$ cat src/sv/rdc_pkg.sv
`timescale 1ns / 1ps
`default_nettype none

package rdc_pkg;

   localparam int FRAC_BITS = 14;
   localparam int FIELD_W   = 16;

   // square root datapath (shared by both root chains)
   localparam int ROOT_X_W  = 62;
   // normalized direction length: 31 steps, first trial bit 2^60
   localparam int SQ1_STEPS = 31;
   localparam int SQ1_TOP   = 60;
   localparam int LEN_W     = 31;
   // discriminant root: 20 steps, first trial bit 2^38
   localparam int SQ2_STEPS = 20;
   localparam int SQ2_TOP   = 38;
   localparam int D2_W      = 40;
   localparam int ROOT_W    = 20;

   // restoring division of the scaled direction by its length
   localparam int NUM_W     = 46;
   localparam int QUO_W     = 15;
   localparam int DIV_STEPS = QUO_W;
   localparam int SH_W      = 4;

   localparam int PART_W    = 26;

   typedef struct packed {
      logic [2:0][FIELD_W-1:0] dir;
      logic [2:0][FIELD_W-1:0] norm;
      logic [FIELD_W-1:0]      eta;
      logic [4:0]              shift;
      logic                    zero;
   } ray_type;

   typedef struct packed {
      logic [2:0][PART_W-1:0]  part;
      logic [2:0][FIELD_W-1:0] norm;
      logic                    ok;
   } fin_type;

   localparam int SIDE_W = ($bits(ray_type) > $bits(fin_type)) ?
                           $bits(ray_type) : $bits(fin_type);

   typedef struct packed {
      logic [ROOT_X_W-1:0] x;
      logic [ROOT_X_W-1:0] res;
      logic [SIDE_W-1:0]   side;
   } cell_type;

   typedef struct packed {
      logic [2:0][NUM_W-1:0] rem;
      logic [2:0][QUO_W-1:0] quo;
      logic [LEN_W-1:0]      len;
      logic [SIDE_W-1:0]     side;
   } div_type;

endpackage

`default_nettype wire

$ cat src/sv/rdc_div_cell.sv
`timescale 1ns / 1ps
`default_nettype none

// One quotient bit for each of three lanes sharing a divisor.
module rdc_div_cell (
   input  wire logic                        clock,
   input  wire logic                        step_en,
   input  wire logic [rdc_pkg::SH_W-1:0]    step_sh,
   input  wire rdc_pkg::div_type            div_i,
   output rdc_pkg::div_type                 div_o
);

   logic [rdc_pkg::NUM_W-1:0] divisor;
   rdc_pkg::div_type          div_in;
   rdc_pkg::div_type          div_ff;

   always_comb begin
      divisor = rdc_pkg::NUM_W'(div_i.len) << step_sh;
      div_in  = div_i;
      for (int i = 0; i < 3; i++) begin
         if (div_i.rem[i] >= divisor) begin
            div_in.rem[i] = div_i.rem[i] - divisor;
            div_in.quo[i] = {div_i.quo[i][rdc_pkg::QUO_W-2:0], 1'b1};
         end else begin
            div_in.quo[i] = {div_i.quo[i][rdc_pkg::QUO_W-2:0], 1'b0};
         end
      end
   end

   always_ff @(posedge clock) begin
      if (step_en) begin
         div_ff <= div_in;
      end
   end

   assign div_o = div_ff;

endmodule

`default_nettype wire

$ cat config.mk
export PLATFORM = sky130hd
export DESIGN_NAME = rdc_div_cell
export DESIGN_NICKNAME = d
export VERILOG_FILES = /design/src/sv/rdc_pkg.sv /design/src/sv/rdc_div_cell.sv
export SDC_FILE = /design/constraint.sdc
export NUM_CORES = 1
export LEC_CHECK = 0
export ABC_AREA = 0
export BUFFER_PORTS_ARGS = -buffer_cell sky130_fd_sc_hd__buf_2
export CAP_MARGIN = 20
export CORE_AREA = 5 5 265 267
export CTS_CLUSTER_SIZE = 10
export DETAILED_ROUTE_END_ITERATION = 10
export DIE_AREA = 0 0 270 272
export PLACE_DENSITY = 0.59
export SYNTH_ARGS = -nofsm -noshare
export SYNTH_HDL_FRONTEND = slang
export SYNTH_SLANG_ARGS = --single-unit
$ cat constraint.sdc
create_clock -name clock -period 5.5 [get_ports clock]
set_input_delay 0.275 -clock clock [delete_from_list [all_inputs] [get_ports clock]]
set_output_delay 0.275 -clock clock [all_outputs]
set_load 0.02 [all_outputs]
==> impl_metrics.yaml <==
floorplanning:
  die_h_um: 272
  die_width_um: 270
  ioPinCount: 688
  die_area_um2: 73400
  rows: 96
  initial_core_util_pct: 31.0
  core_um2: 67900
power:
  power_density_nw_per_um2: 321
  p_leak_nw: 12.7
  power_mw: 9.56
  vdd_drop_max_v: 0.000218
setup_path:
  max_stage_delay_ns: 0.63
  worstPathArrival_ns: 5.15
  crit_path_end_kind: "flop"
  slowest_stage: "o21ai_0"
  cp.buffers_inverters: 3
  worstPathRequired_ns: 5.82
  crit_top_cell: "nand2_1"
  cp_cell_sequence: "dlygate4sd3_1, buf_2, mux4_2, nand2_1, nand2_1, o21ai_0, ha_1, nand2_1, or4_1, o311a_1, a2111oi_4, nand2b_1, a22oi_2, o21ai_4, buf_12, mux2_4"
  critPathLaunch: "div_i[134]"
  critPathKind: "in2reg"
  path_delay_family: "compound AO/OA/AOI/OAI gates"
  worstPathMaxFanout: 39
  cp-start-kind: "input port"
cts:
  htreeDepth: 2
  clk_pin_slew_worst_paths_ns: 0.05
  numCtsBuffers: 45
  root_buffer: "clkbuf_16"
  cts_tree: "built"
  ctsResizeCount: 0
  cts_sinks: 341
  cts_hold_buf: 233
  post_cts_buffers: 0
  cts_buffer_depth: 3
synthesis:
  yosysMostFrequentCell: "edfxtp_1"
  yosysTopAreaCell: "edfxtp_1"
  synth_cells: 1935
  synth_edf_count: 341
  ys_seq_area_share_pct: 48.6
  yosys.area.top_type_share_pct: 48.6
  yosys-top-cells-area: "edfxtp_1, ha_1, nand2_1, a21oi_1, o21ai_0"
  synth_async_sr_flop_share_pct: 0
  syn_area_um2: 21100
  syn_area_per_cell_um2: 10.9
  ys_types: 76
  synth_commonest_cells: "edfxtp_1, nand2_1, a21oi_1, ha_1, o21ai_0"
  ys.flop_type: "edfxtp_1"
  ys_ff_latch: 341
  syn_nets: 2432
  yosys_warnings: 0
routing:
  avgRoutedWirePerCell_um: 24.3
  routed-via-count: 19605
  firstDrtPassIters: 5
  drc: 0
  ant_nets: 0
  viasPerCell: 5.12
  drt-total-wl_um: 92900
  drtIter0Drc: 1217
hold_path:
  hp-start: "div_i[255]"
  hold_path_class: "in2reg"
grt:
  grt_antenna_before_repair: 18
  grtUsageTotal_pct: 24.0
  grt_pass1_wl_um: 133000
  grt_max_degree: 155
  grt_pass1_vias: 20308
  overflow: 0
timing:
  min_period_over_period_pct: 87.9
  rsz0062_at_grt: "no"
  period_minus_slack_ns: 4.83
  setup-tns-final_ns: 0
  worst_slew_pin_slew_ns: 1.16
  timing.fmax_mhz: 207
  setup_viol: 0
  relSlewSlack_pct: 22.6
  maxSlewViolCount: 0
  timing.final.ws_setup_ns: 0.668
  finalHoldViolations: 0
job:
  cap_violations: 0
placed_design:
  dp_cells: 3517
  place.gp.congestion: 0.934
  hpwl_um: 75300
  post-place-ws_ns: 0.218
  port_buffers: 684
cells_and_area:
  utilization_pct: 43.9
  area_growth_pct: 41.4
  fillers: 6430
  drive_gt1_share_pct: 32.2
  stdcell_count: 3826
  largest_register_ffs: 341
  fin_nets: 3412
run_status:
  status: "complete, no violations"
## cell families after synthesis
logic type      count (synthesis)  share of synthesized area (%)
compound gates                571                           16.8
simple gates                  504                           11.0
flops                         341                           48.6
fa+ha+maj                     150                           9.02
buf+inv                       133                           2.53
xor+xnor                      124                           5.16
mux                           112                           6.83
## power breakdown
group	leakage (nW)	switching [mW]	total (mW)	internal, mW
clock network	0.638	1.15	2.73	1.58
registers	3.33	0.118	3.41	3.29
logic	8.74	2.08	3.43	1.34
## metrics by stage
| step | area [um^2] | hold slack, ns |
|---|---|---|
| after floorplan | 21100 | 0.374 |
| final | 29800 | 0.0256 |
| after CTS | 29800 | 0.000300 |
| after global routing | 29800 | 0.00698 |
| after detailed placement | 26100 | 0.453 |
| after global placement | 26100 | 0.452 |
## path summary, 6_finish.rpt
kind | end | slack [ns] | depth (start not counted)
min | div_o[255] | 0.03 | 3
max | div_o[250] | 0.67 | 16
## layout by cell type, fill, tap and decap left out, types with 19 or more instances in the layout
cell type	instances
ha_1	147
o21bai_1	24
edfxtp_1	341
buf_2	683
nor2_1	99
a21o_1	71
o21ai_0	142
dlygate4sd3_1	233
nand3_1	37
inv_1	40
mux2_2	61
buf_4	100
xor2_1	59
xnor2_1	65
clkbuf_16	45
nor2b_1	19
mux2i_1	29
o21ai_1	40
a21oi_1	159
nand4_1	40
nand2_1	217
## routing by layer
metal | part of all wire, % | GRT usage (%)
met4 | 4.1 | 8.82
met5 | 0.11 | 0
met1 | 38 | 26.5
met2 | 52 | 44.8
met3 | 6.3 | 5.81
## final cells by class
type	count	area (um^2)	share of cell area [%]
clock buffers	54	1160	3.90
diodes	6	15.0	0.0504
multi-input cells	1461	10300	34.7
repair buffers	1022	6620	22.2
inverters	44	165	0.555
well taps	882	1100	3.71
flip-flops and latches	341	10200	34.4
clock inverters	16	158	0.529
(Power assumes the default switching activity.)
