`src/sv/rdc_pkg.sv`:
```
`timescale 1ns / 1ps
`default_nettype none

package rdc_pkg;

   localparam int FRAC_BITS = 14;
   localparam int FIELD_W   = 16;

   // square root datapath (shared by both root chains)
   localparam int ROOT_X_W  = 62;
   // normalized direction length: 31 steps, first trial bit 2^60
   localparam int SQ1_STEPS = 31;
   localparam int SQ1_TOP   = 60;
   localparam int LEN_W     = 31;
   // discriminant root: 20 steps, first trial bit 2^38
   localparam int SQ2_STEPS = 20;
   localparam int SQ2_TOP   = 38;
   localparam int D2_W      = 40;
   localparam int ROOT_W    = 20;

   // restoring division of the scaled direction by its length
   localparam int NUM_W     = 46;
   localparam int QUO_W     = 15;
   localparam int DIV_STEPS = QUO_W;
   localparam int SH_W      = 4;

   localparam int PART_W    = 26;

   typedef struct packed {
      logic [2:0][FIELD_W-1:0] dir;
      logic [2:0][FIELD_W-1:0] norm;
      logic [FIELD_W-1:0]      eta;
      logic [4:0]              shift;
      logic                    zero;
   } ray_type;

   typedef struct packed {
      logic [2:0][PART_W-1:0]  part;
      logic [2:0][FIELD_W-1:0] norm;
      logic                    ok;
   } fin_type;

   localparam int SIDE_W = ($bits(ray_type) > $bits(fin_type)) ?
                           $bits(ray_type) : $bits(fin_type);

   typedef struct packed {
      logic [ROOT_X_W-1:0] x;
      logic [ROOT_X_W-1:0] res;
      logic [SIDE_W-1:0]   side;
   } cell_type;

   typedef struct packed {
      logic [2:0][NUM_W-1:0] rem;
      logic [2:0][QUO_W-1:0] quo;
      logic [LEN_W-1:0]      len;
      logic [SIDE_W-1:0]     side;
   } div_type;

endpackage

`default_nettype wire

```
`src/sv/rdc_sqrt_cell.sv`:
```
`timescale 1ns / 1ps
`default_nettype none

// One digit of a bit-by-bit square root; trial bit is fixed per position.
module rdc_sqrt_cell (
   input  wire logic                           clock,
   input  wire logic                           step_en,
   input  wire logic [rdc_pkg::ROOT_X_W-1:0]   step_bit,
   input  wire rdc_pkg::cell_type              cell_i,
   output rdc_pkg::cell_type                   cell_o
);

   logic [rdc_pkg::ROOT_X_W-1:0] trial;
   rdc_pkg::cell_type            cell_in;
   rdc_pkg::cell_type            cell_ff;

   always_comb begin
      trial   = cell_i.res + step_bit;
      cell_in = cell_i;
      if (cell_i.x >= trial) begin
         cell_in.x   = cell_i.x - trial;
         cell_in.res = (cell_i.res >> 1) + step_bit;
      end else begin
         cell_in.res = cell_i.res >> 1;
      end
   end

   always_ff @(posedge clock) begin
      if (step_en) begin
         cell_ff <= cell_in;
      end
   end

   assign cell_o = cell_ff;

endmodule

`default_nettype wire

```
`config.mk`:
```
export PLATFORM = sky130hd
export DESIGN_NAME = rdc_sqrt_cell
export DESIGN_NICKNAME = d
export VERILOG_FILES = /design/src/sv/rdc_pkg.sv /design/src/sv/rdc_sqrt_cell.sv
export SDC_FILE = /design/constraint.sdc
export NUM_CORES = 1
export LEC_CHECK = 0
export BUFFER_PORTS_ARGS = -buffer_cell sky130_fd_sc_hd__buf_4
export CAP_MARGIN = 5
export CORE_AREA = 5 5 219 221
export DETAILED_ROUTE_END_ITERATION = 10
export DIE_AREA = 0 0 224 226
export PLACE_DENSITY = 0.77
export SLEW_MARGIN = 5
export SYNTH_ARGS = -nofsm -noshare
export SYNTH_HDL_FRONTEND = slang
export SYNTH_SLANG_ARGS = --single-unit
```
`constraint.sdc`:
```
create_clock -name clock -period 5.3 [get_ports clock]
set_input_delay 0.265 -clock clock [delete_from_list [all_inputs] [get_ports clock]]
set_output_delay 0.265 -clock clock [all_outputs]
set_load 0.01 [all_outputs]
```
==> results of run 1 <==
through the flow:
step / area (um^2) / utilization (%) / total power [mW] / worst slack, ns
final: 29100 / 63.3 / 9.67 / 0.280
after global routing: 29100 / 63.3 / 10.2 / -0.00510
after CTS: 29000 / 63.2 / 9.61 / 0.0985
after detailed placement: 26700 / 58.1 / 7.35 / -0.490
after global placement: 26700 / 58.1 / 7.31 / -0.368
after floorplan: 19600 / - / 5.16 / 0.148
cells in the final DEF, fill, tap and decap left out, drive strengths merged, types with 21 or more instances in the layout:
master,synthesis,routed
nand4,52,52
ha,184,184
edfxtp,251,251
buf,28,885
xnor2,96,96
o21bai,43,43
nor2,211,211
o21ai,155,155
dlygate4sd3,0,136
o31ai,22,22
a21o,78,78
inv,47,51
nor2b,21,21
nand3,42,42
xor2,76,76
o21a,23,23
a21oi,322,322
nand2,181,181
clkbuf,71,32
metal layers:
layer / vias to the layer above / wire (um) / track usage, %
li1: 9935 / - / -
met1: 9999 / 34900 / 41.4
met2: 1021 / 39000 / 51.2
met3: 170 / 5900 / 4.03
met4: 0 / 3320 / 11.4
met5: - / 0 / 0
layout make-up:
class | instances | area [um^2]
multi-input combinational | 1743 | 11500
antenna | 4 | 10.0
tap | 607 | 759
clock buffer | 32 | 737
clock inverter | 21 | 253
inverter | 47 | 176
timing repair buffer | 1021 | 8130
fill | 3709 | 16900
sequential | 251 | 7540
timing repair:
action,4_1_cts,5_1_grt
resized for setup,0,10
hold buffers,136,0
endpoints found under the setup margin,0,114
endpoints found under the hold margin,136,0
setup buffers,0,2
worst min-delay path by stage:
stage	slack (ns)	to	startpoint	cells after the start
after global placement	0.44	cell_o[94]	cell_i[94]	1
after floorplan	0.36	cell_o[0]	cell_i[0]	0
after CTS	0.003	cell_o[129]	cell_i[130]	3
after global routing	0.03	cell_o[240]	cell_i[240]	2
after detailed placement	0.44	cell_o[97]	cell_i[97]	1
final	0.03	cell_o[196]	cell_i[196]	3
tightest hold or removal path, delay by kind of cell:
family / cells / cell delay [ns]
buffers and inverters: 1 / 0.09
AND/OR/NAND/NOR: 1 / 0.04
AO/OA/AOI/OAI: 1 / 0.10
kinds of logic (layout without fill, tap and decap cells):
logic type	count (synthesis)	after routing
XOR/XNOR	172	172
other	0	4
AO/OA/AOI/OAI	765	765
flip-flops	251	251
multiplexers	5	5
AND/OR/NAND/NOR	614	614
buffers and inverters	146	1121
adder cells (fa/ha/maj)	187	187
power by group through the flow:
| stage | registers [mW] | logic [mW] | clock network (mW) |
|---|---|---|---|
| 2_1_floorplan | 2.93 | 2.23 | 0 |
| 3_3_place_gp | 2.78 | 4.52 | 0 |
| 3_5_place_dp | 2.79 | 4.56 | 0 |
| 4_1_cts | 2.75 | 4.68 | 2.17 |
| 5_1_grt | 2.78 | 5.12 | 2.27 |
| 6_report | 2.76 | 4.75 | 2.16 |
==> impl_metrics.prom, run 1 <==
# TYPE chip_impl_metric gauge
chip_impl_info{name="crit_path_cell_trace",value="buf_4, ha_1, a211oi_1, o21ai_1, a211oi_1, a21oi_1, a211oi_1, buf_4, nor3_1, or3b_1, a21oi_1, o21ai_1, xnor2_1, ha_1, and3_1, nand3_1, nor3_1, o21ai_0, nand3_1, o21ai_2, a21o_2, buf_4, or4_1, and3_1"} 1
chip_impl_metric{name="core_region_area",unit="um^2"} 46000
chip_impl_info{name="root_buffer",value="sky130_fd_sc_hd__clkbuf_16"} 1
chip_impl_info{name="timing.hold.worst.class",value="primary input to flop"} 1
chip_impl_metric{name="p_sw",unit="mW"} 3.61
chip_impl_info{name="outcome",value="complete, no violations"} 1
chip_impl_metric{name="port_buffers",unit=""} 565
chip_impl_metric{name="cap_viol_max_count",unit=""} 0
chip_impl_metric{name="area.growth.synth_to_final",unit="%"} 48.6
chip_impl_metric{name="detail_route.vias_per_cell",unit=""} 5.67
chip_impl_metric{name="final_period_minus_worst_setup_slack",unit="ns"} 5.02
chip_impl_metric{name="grt_usage",unit="%"} 30.8
chip_impl_info{name="cts_tree",value="built"} 1
chip_impl_metric{name="postRouteAntennaNets",unit=""} 0
chip_impl_metric{name="dieHeight",unit="um"} 226
chip_impl_metric{name="stdcell_count",unit=""} 3726
chip_impl_metric{name="power.static_leakage",unit="nW"} 12.8
chip_impl_metric{name="first_global_vias",unit=""} 20539
chip_impl_metric{name="avgSynthCellArea",unit="um^2"} 9.15
chip_impl_metric{name="setup_tns",unit="ns"} 0
chip_impl_metric{name="synth_seq_area_share",unit="%"} 38.5
chip_impl_metric{name="cts_inserted_buffers",unit=""} 29
chip_impl_metric{name="slew-limit-headroom",unit="%"} 46.8
chip_impl_metric{name="rows",unit=""} 79
chip_impl_info{name="synth.top_cells.by_area",value="sky130_fd_sc_hd__edfxtp_1 (38%), sky130_fd_sc_hd__ha_1 (12%), sky130_fd_sc_hd__a21oi_1 (8.2%), sky130_fd_sc_hd__xnor2_1 (4.3%), sky130_fd_sc_hd__nor2_1 (4.0%)"} 1
chip_impl_metric{name="drt-pass1-iter-count",unit=""} 6
chip_impl_metric{name="synth-xor-area-share",unit="%"} 7.69
chip_impl_metric{name="peakVddDrop",unit="mV"} 0.256
chip_impl_metric{name="drt_iter0_drc",unit=""} 1928
chip_impl_metric{name="finalHoldViolations",unit=""} 0
chip_impl_info{name="dominant_combinational_cell_family_by_area_after_synthesis",value="compound AO/OA/AOI/OAI gates"} 1
chip_impl_metric{name="proportion_of_power_drawn_by_the_clock_network",unit="%"} 22.3
chip_impl_info{name="post_synth_most_frequent_cells",value="sky130_fd_sc_hd__a21oi_1 (321), sky130_fd_sc_hd__edfxtp_1 (251), sky130_fd_sc_hd__nor2_1 (211)"} 1
chip_impl_metric{name="critical-path-max-stage-delay",unit="ns"} 0.48
chip_impl_metric{name="via_count",unit=""} 21125
chip_impl_metric{name="crit_arrival",unit="ns"} 5.35
chip_impl_metric{name="clk_pin_slew",unit="ns"} 0.06
chip_impl_metric{name="gp_routability_congestion",unit=""} 1.01
chip_impl_info{name="setup.worst_path.end_class",value="flop"} 1
chip_impl_metric{name="effective_utilization_at_floorplan",unit="%"} 42.6
chip_impl_metric{name="seq_power_share",unit="%"} 28.5
chip_impl_metric{name="timing.fmax",unit="MHz"} 199
chip_impl_metric{name="required",unit="ns"} 5.63
chip_impl_metric{name="fin_nets",unit=""} 3595
chip_impl_metric{name="post_synth_num_cell_types",unit=""} 78
chip_impl_info{name="yosys.cell_count.top_type",value="sky130_fd_sc_hd__a21oi_1"} 1
chip_impl_metric{name="yosys_register_bits",unit=""} 251
chip_impl_metric{name="numClockSinks",unit=""} 251
chip_impl_metric{name="grt_first_pass_wirelength",unit="mm"} 123
chip_impl_metric{name="worstSetupPathDepth",unit=""} 24
chip_impl_metric{name="sw_frac_of_total",unit="%"} 37.3
chip_impl_metric{name="globalRoute.totalOverflow",unit=""} 0
chip_impl_metric{name="synth_top_area_share",unit="%"} 38.5
chip_impl_metric{name="power-per-cell-area",unit="nW/um^2"} 332
chip_impl_metric{name="synth_mux_area_share",unit="%"} 0.268
chip_impl_metric{name="setup_viols_final",unit=""} 0
chip_impl_metric{name="number_of_antenna_violations_at_the_first_check_in_global_routing",unit=""} 4
chip_impl_metric{name="slew_viol_final",unit=""} 0
chip_impl_metric{name="hold-worst-slack",unit="ns"} 0.0273
chip_impl_info{name="synth_flop_cell",value="sky130_fd_sc_hd__edfxtp_1"} 1
chip_impl_metric{name="post_route_cells_drive_above_1_share",unit="%"} 31.1
chip_impl_metric{name="ioPinCount",unit=""} 566
chip_impl_metric{name="number_of_flip_flops_in_the_largest_register",unit=""} 251
chip_impl_info{name="critPathTopFamily",value="compound AO/OA/AOI/OAI gates"} 1
chip_impl_metric{name="detailedPlacementHpwl",unit="mm"} 66.6
chip_impl_metric{name="numPlacedInstances",unit=""} 3531
chip_impl_metric{name="postSynthNetCount",unit=""} 2642
chip_impl_metric{name="routed_wire_length_per_instance",unit="um"} 22.3
chip_impl_metric{name="combinational_power_share",unit="%"} 49.2
chip_impl_info{name="timing.setup.critical_path_class",value="primary input to flop"} 1
chip_impl_metric{name="synth_enable_flop_cells",unit=""} 251
chip_impl_metric{name="async_s_r_ff_share_synth",unit="%"} 0
chip_impl_metric{name="drcViolationCount",unit=""} 0
chip_impl_metric{name="tightest_slew",unit="ns"} 0.791
chip_impl_info{name="critical_path.endpoint",value="cell_o[183]"} 1
chip_impl_metric{name="ys_warn_count",unit=""} 0
chip_impl_metric{name="fp.dieW",unit="um"} 224
chip_impl_metric{name="design_internal_power",unit="mW"} 6.06
chip_impl_metric{name="synth_fa_ha_area_share",unit="%"} 12.1
chip_impl_info{name="crit_path_start_kind",value="primary input"} 1
chip_impl_metric{name="worstPathMaxFanout",unit=""} 6
chip_impl_metric{name="fp.dieArea",unit="um^2"} 50600
chip_impl_info{name="netlist.top_cell.by_area",value="sky130_fd_sc_hd__edfxtp_1"} 1
chip_impl_metric{name="synth_compound_area_share",unit="%"} 24.0
chip_impl_metric{name="grt_start_max_net_pins",unit=""} 130
chip_impl_info{name="cpMaxStageDelayCell",value="sky130_fd_sc_hd__or4_1"} 1
chip_impl_metric{name="clk_path_buf_depth",unit=""} 3
chip_impl_metric{name="min_period_over_period",unit="%"} 94.7
chip_impl_info{name="crit_path_start",value="step_bit[1]"} 1
chip_impl_metric{name="synth_cells",unit=""} 2140
chip_impl_metric{name="critPathBufInv",unit=""} 3
chip_impl_metric{name="htree_levels",unit=""} 1
chip_impl_metric{name="drt_wl_total",unit="mm"} 83.1
chip_impl_metric{name="netlist_area",unit="um^2"} 19600
chip_impl_metric{name="post_synthesis_share_of_cell_area_spent_on_and_or_nand_and_nor_gates",unit="%"} 14.4
Power figures use the tool's default switching activity.
==> run 2, diff against run 1 <==
- PLACE_DENSITY: 0.77 -> default
- PLACE_DENSITY_LB_ADDON: default -> 0.05
==> run 2 against run 1 <==
Sequential cell count did not move. Critical path depth rose by 6. Global-route usage rose by 0.16 points. Count of clock-buffer cells in the layout did not move. Sequential share of layout area fell by 0.11 points. Combinational power rose by 0.8%. Setup slack got worse by 0.017 ns. Wire length rose by 0.90%. Core utilization rose by 0.26 points. Fmax fell by 0.33%. Cell count barely moved. Largest power group unchanged. Critical path type unchanged.
==> impl_metrics.prom, run 2 (synthesized netlist as in run 1, its figures left out) <==
# TYPE chip_impl_metric gauge
chip_impl_info{name="most_frequent_cells_in_the_layout",value="sky130_fd_sc_hd__buf_4 (847), sky130_fd_sc_hd__a21oi_1 (310), sky130_fd_sc_hd__edfxtp_1 (251), sky130_fd_sc_hd__nor2_1 (210), sky130_fd_sc_hd__ha_1 (183)"} 1
chip_impl_info{name="cts_tree",value="built"} 1
chip_impl_metric{name="finalPower",unit="mW"} 9.58
chip_impl_metric{name="detailedPlacementHpwl",unit="mm"} 67.1
chip_impl_metric{name="fin_ws",unit="ns"} 0.264
chip_impl_metric{name="crit_arrival",unit="ns"} 5.35
chip_impl_metric{name="slew_viol_final",unit=""} 0
chip_impl_metric{name="fp.dieW",unit="um"} 224
chip_impl_metric{name="drcViolationCount",unit=""} 0
chip_impl_info{name="outcome",value="complete, no violations"} 1
chip_impl_metric{name="port_buffers",unit=""} 565
chip_impl_metric{name="clk_pin_slew",unit="ns"} 0.07
chip_impl_metric{name="ioPinCount",unit=""} 566
chip_impl_metric{name="clk_path_buf_depth",unit=""} 3
chip_impl_metric{name="worstPathMaxFanout",unit=""} 22
chip_impl_metric{name="cts_inserted_buffers",unit=""} 29
chip_impl_metric{name="detail_route.vias_per_cell",unit=""} 5.63
chip_impl_metric{name="htree_levels",unit=""} 1
chip_impl_metric{name="wl_met1",unit="mm"} 35.7
chip_impl_metric{name="detailedPlace.worstSlack",unit="ns"} -0.467
chip_impl_metric{name="grt_first_pass_wirelength",unit="mm"} 122
chip_impl_metric{name="power-per-cell-area",unit="nW/um^2"} 328
chip_impl_metric{name="critical-path-max-stage-delay",unit="ns"} 0.54
chip_impl_metric{name="drt_wl_total",unit="mm"} 83.8
chip_impl_metric{name="met3_length",unit="mm"} 6.86
chip_impl_metric{name="globalRoute.totalOverflow",unit=""} 0
chip_impl_metric{name="fp.dieArea",unit="um^2"} 50600
chip_impl_metric{name="routed-wl-met2",unit="mm"} 38.5
chip_impl_info{name="timing.critical_path.mode_cell",value="sky130_fd_sc_hd__buf_4"} 1
chip_impl_metric{name="final_period_minus_worst_setup_slack",unit="ns"} 5.04
chip_impl_metric{name="drt-pass1-iter-count",unit=""} 5
chip_impl_metric{name="power.static_leakage",unit="nW"} 12.8
chip_impl_metric{name="peakVddDrop",unit="mV"} 0.306
chip_impl_metric{name="timing.fmax",unit="MHz"} 199
chip_impl_info{name="setup.worst_path.end_class",value="flop"} 1
chip_impl_metric{name="finalHoldViolations",unit=""} 0
chip_impl_metric{name="grt_start_max_net_pins",unit=""} 193
chip_impl_metric{name="dieHeight",unit="um"} 226
chip_impl_metric{name="min_period_over_period",unit="%"} 95.0
chip_impl_metric{name="number_of_flip_flops_in_the_largest_register",unit=""} 251
chip_impl_metric{name="hold-worst-slack",unit="ns"} 0.0227
chip_impl_metric{name="via_count",unit=""} 20990
chip_impl_metric{name="number_of_antenna_violations_at_the_first_check_in_global_routing",unit=""} 9
chip_impl_metric{name="postRouteAntennaNets",unit=""} 0
chip_impl_info{name="root_buffer",value="sky130_fd_sc_hd__clkbuf_16"} 1
chip_impl_info{name="crit_path_start_kind",value="primary input"} 1
chip_impl_info{name="layout_commonest_cell",value="sky130_fd_sc_hd__buf_4"} 1
chip_impl_metric{name="numClockSinks",unit=""} 251
chip_impl_info{name="cpMaxStageDelayCell",value="sky130_fd_sc_hd__dlygate4sd3_1"} 1
chip_impl_metric{name="effective_utilization_at_floorplan",unit="%"} 42.6
chip_impl_metric{name="setup_viols_final",unit=""} 0
chip_impl_metric{name="slew-limit-headroom",unit="%"} 23.7
chip_impl_info{name="timing.setup.critical_path_class",value="primary input to flop"} 1
chip_impl_info{name="timing.hold.worst.class",value="primary input to flop"} 1
chip_impl_metric{name="routed_wire_length_per_instance",unit="um"} 22.5
chip_impl_metric{name="rows",unit=""} 79
chip_impl_metric{name="stdcell_count",unit=""} 3729
chip_impl_metric{name="numPlacedInstances",unit=""} 3497
chip_impl_metric{name="cap_viol_max_count",unit=""} 0
chip_impl_metric{name="post_route_cells_drive_above_1_share",unit="%"} 30.7
chip_impl_metric{name="layout.core_utilization",unit="%"} 63.6
chip_impl_metric{name="tightest_slew",unit="ns"} 1.15
chip_impl_metric{name="fin_nets",unit=""} 3594
chip_impl_metric{name="drt_iter0_drc",unit=""} 1717
chip_impl_metric{name="core_region_area",unit="um^2"} 46000
chip_impl_metric{name="first_global_vias",unit=""} 20195
chip_impl_metric{name="gp_routability_congestion",unit=""} 1.01
chip_impl_metric{name="grt_usage",unit="%"} 31.0
chip_impl_metric{name="required",unit="ns"} 5.62
chip_impl_metric{name="area.growth.synth_to_final",unit="%"} 49.2
chip_impl_info{name="highest_layer",value="met4"} 1
==> run 2: where the power goes <==
group	leakage, nW	switching [mW]	total (mW)	internal [mW]
registers	2.46	0.116	2.75	2.63
clock network	0.453	0.896	2.04	1.15
logic	9.89	2.62	4.79	2.17
total	12.8	3.64	9.58	5.95
==> run 2: critical path: cells and delay by family <==
family | cells | cell delay [ns]
AOI/OAI and AO/OA | 12 | 1.72
xor gates and xnor gates | 1 | 0.14
adders and majority gates | 2 | 0.58
buffers and inverters | 10 | 1.94
and+or+nand+nor | 5 | 0.69
==> run 2: cell type report <==
cell class	instances	area [um^2]
clock buffer	32	737
timing repair buffer	1020	8180
tap	607	759
sequential	251	7540
antenna	8	20.0
multi-input combinational	1743	11600
inverter	47	176
clock inverter	21	193
fill	3862	16700
==> run 2: final timing paths <==
| check | startpoint | end | slack [ns] | cells after the start |
|---|---|---|---|---|
| hold / removal | cell_i[198] | cell_o[198] | 0.02 | 3 |
| setup / recovery | cell_i[149] | cell_o[203] | 0.26 | 30 |
==> run 2: routing by layer <==
layer / global-route usage [%] / up-vias
met5: 0 / -
met4: 9.11 / 0
met3: 5.42 / 129
met2: 50.4 / 979
met1: 42.6 / 9959
li1: - / 9923
==> run 2: metrics by stage <==
stage | TNS [ns] | instance area, um^2
3_3_place_gp | -47.89 | 26400
3_5_place_dp | -47.66 | 26400
4_1_cts | 0 | 28900
6_report | 0 | 29200
2_1_floorplan | 0 | 19600
5_1_grt | -0.00315 | 29200
==> run 2: timing repair <==
| item | in CTS | in global routing |
|---|---|---|
| gates resized for setup | 0 | 40 |
| setup endpoints to repair | 0 | 124 |
| buffers inserted | 0 | 7 |
| hold buffers | 162 | 1 |
| hold endpoints to repair | 162 | 1 |
==> run 3, diff against run 2 <==
- clock period: 5.3 -> 4.31 ns (I/O delays scaled with it)
==> run 3 against run 2 <==
The run now ends with negative setup slack left. Wire length is 16% higher. Worst hold slack lost 0.0063 ns. Sequential share of layout area is 4.1 points lower. First-iteration DRC count grew 25%. Clock power increased by 40%. Critical path depth decreased by 4. Sequential power up 25%. Combinational power up 74%. Final area up 19%. Global-route usage rose by 3.9 points. Critical path type unchanged.
==> impl_metrics.prom, run 3 (synthesized netlist as in run 1, its figures left out) <==
# TYPE chip_impl_metric gauge
chip_impl_metric{name="detailedPlacementHpwl",unit="mm"} 70.2
chip_impl_metric{name="cap_viol_max_count",unit=""} 0
chip_impl_info{name="most_frequent_cells_in_the_layout",value="sky130_fd_sc_hd__buf_4 (1,122), sky130_fd_sc_hd__edfxtp_1 (251), sky130_fd_sc_hd__a21oi_1 (235), sky130_fd_sc_hd__dlygate4sd3_1 (206), sky130_fd_sc_hd__ha_1 (166)"} 1
chip_impl_metric{name="fin_ws",unit="ns"} -0.335
chip_impl_metric{name="drt_wl_total",unit="mm"} 97.3
chip_impl_metric{name="tightest_slew",unit="ns"} 0.836
chip_impl_metric{name="number_of_flip_flops_in_the_largest_register",unit=""} 251
chip_impl_metric{name="core_region_area",unit="um^2"} 46000
chip_impl_metric{name="drt-pass1-iter-count",unit=""} 6
chip_impl_metric{name="detail_route.vias_per_cell",unit=""} 5.62
chip_impl_metric{name="number_of_antenna_violations_at_the_first_check_in_global_routing",unit=""} 5
chip_impl_metric{name="met2_track_utilization_from_global_routing",unit="%"} 56.9
chip_impl_metric{name="fp.dieW",unit="um"} 224
chip_impl_metric{name="fin_nets",unit=""} 3985
chip_impl_metric{name="cts_inserted_buffers",unit=""} 29
chip_impl_info{name="timing.setup.critical_path_class",value="primary input to flop"} 1
chip_impl_metric{name="layout.area.seq",unit="um^2"} 7540
chip_impl_info{name="grt_busiest_layer",value="met2"} 1
chip_impl_metric{name="globalRoute.totalOverflow",unit=""} 0
chip_impl_metric{name="numClockSinks",unit=""} 251
chip_impl_metric{name="power-per-cell-area",unit="nW/um^2"} 421
chip_impl_metric{name="port_buffers",unit=""} 565
chip_impl_metric{name="clk_pin_slew",unit="ns"} 0.07
chip_impl_metric{name="dieHeight",unit="um"} 226
chip_impl_metric{name="area.growth.synth_to_final",unit="%"} 77.7
chip_impl_metric{name="critPathBufInv",unit=""} 7
chip_impl_metric{name="final_period_minus_worst_setup_slack",unit="ns"} 4.65
chip_impl_metric{name="ioPinCount",unit=""} 566
chip_impl_metric{name="routed_wire_length_per_instance",unit="um"} 23.6
chip_impl_metric{name="crit_arrival",unit="ns"} 5.01
chip_impl_metric{name="power.static_leakage",unit="nW"} 15.2
chip_impl_metric{name="first_global_vias",unit=""} 22769
chip_impl_metric{name="met3_usage",unit="%"} 6.53
chip_impl_info{name="cts_tree",value="built"} 1
chip_impl_metric{name="grt_first_pass_wirelength",unit="mm"} 137
chip_impl_metric{name="postRouteAntennaNets",unit=""} 0
chip_impl_metric{name="worstPathMaxFanout",unit=""} 7
chip_impl_metric{name="via_count",unit=""} 23126
chip_impl_info{name="timing.hold.worst.class",value="primary input to flop"} 1
chip_impl_info{name="violated_checks",value="negative setup slack"} 1
chip_impl_info{name="critPathTopFamily",value="compound AO/OA/AOI/OAI gates"} 1
chip_impl_info{name="outcome",value="complete, but fails checks"} 1
chip_impl_metric{name="clk_path_buf_depth",unit=""} 3
chip_impl_metric{name="drt_iter0_drc",unit=""} 2142
chip_impl_info{name="setup.worst_path.end_class",value="flop"} 1
chip_impl_metric{name="multi_input_comb_area",unit="um^2"} 13400
chip_impl_metric{name="number_of_fillers_in_the_final_layout",unit=""} 3167
chip_impl_metric{name="min_period_over_period",unit="%"} 108
chip_impl_metric{name="grt_usage",unit="%"} 34.8
chip_impl_metric{name="grt_util_met1",unit="%"} 46.5
chip_impl_metric{name="drcViolationCount",unit=""} 0
chip_impl_metric{name="finalPower",unit="mW"} 14.6
chip_impl_metric{name="slew-limit-headroom",unit="%"} 43.8
chip_impl_info{name="layout_commonest_cell",value="sky130_fd_sc_hd__buf_4"} 1
chip_impl_info{name="rsz0062_at_grt",value="true"} 1
chip_impl_metric{name="required",unit="ns"} 4.68
chip_impl_info{name="cpMaxStageDelayCell",value="sky130_fd_sc_hd__or3b_1"} 1
chip_impl_metric{name="setup_tns",unit="ns"} -26.74
chip_impl_metric{name="slew_viol_final",unit=""} 0
chip_impl_metric{name="critical-path-max-stage-delay",unit="ns"} 0.41
chip_impl_metric{name="effective_utilization_at_floorplan",unit="%"} 42.6
chip_impl_metric{name="timing.fmax",unit="MHz"} 215
chip_impl_metric{name="grt_start_max_net_pins",unit=""} 86
chip_impl_info{name="root_buffer",value="sky130_fd_sc_hd__clkbuf_16"} 1
chip_impl_metric{name="finalHoldViolations",unit=""} 0
chip_impl_metric{name="peakVddDrop",unit="mV"} 0.400
chip_impl_info{name="crit_path_start_kind",value="primary input"} 1
chip_impl_metric{name="fp.dieArea",unit="um^2"} 50600
chip_impl_metric{name="htree_levels",unit=""} 1
chip_impl_metric{name="rows",unit=""} 79
chip_impl_metric{name="setup_viols_final",unit=""} 122
chip_impl_metric{name="post_route_cells_drive_above_1_share",unit="%"} 45.9
chip_impl_metric{name="gp_routability_congestion",unit=""} 0.972
-- run 3: area by class of cell --
cell class	count	area share, %
inverter	47	0.507
sequential	251	21.7
tap	607	2.18
clock buffer	30	2.10
multi-input combinational	1743	38.5
clock inverter	24	0.942
timing repair buffer	1411	34.1
antenna	4	0.0288
-- run 3: power by group --
| group | switching, mW | internal, mW | leakage (nW) |
|---|---|---|---|
| logic | 4.24 | 4.10 | 12.3 |
| registers | 0.193 | 3.24 | 2.46 |
| clock network | 1.20 | 1.66 | 0.512 |
-- run 3: final timing paths --
kind / start / slack (ns) / end / depth (start not counted)
setup / recovery: step_bit[0] / -0.34 / cell_o[187] / 26
hold / removal: cell_i[176] / 0.02 / cell_o[175] / 3
-- run 3: stage by stage --
| step | std cells | area [um^2] | hold WS, ns | utilization [%] | setup WS (ns) |
|---|---|---|---|---|---|
| 2_1_floorplan | 2140 | 19900 | 0.314 | - | -0.346 |
| 3_3_place_gp | 3760 | 28600 | 0.394 | 62.2 | -1.22 |
| 3_5_place_dp | 3760 | 28600 | 0.395 | 62.2 | -1.29 |
| 4_1_cts | 4082 | 33500 | 0.00321 | 72.8 | -0.185 |
| 5_1_grt | 4117 | 34800 | 0.000149 | 75.7 | -0.466 |
| 6_report | 4117 | 34800 | 0.0164 | 75.7 | -0.335 |
-- run 3: timing repair --
item,CTS,global route
setup buffers,48,38
hold buffers,204,2
gates resized for setup,231,301
gates cloned,17,6
pin swaps,46,83
hold endpoints to repair,204,2
setup endpoints to repair,124,124
-- run 3: layer usage --
metal  part of all wire, %  vias up
li1                      -    10710
met1                    41    10982
met2                    47     1223
met3                   8.1      209
met4                   4.4        2
met5                 0.013        -
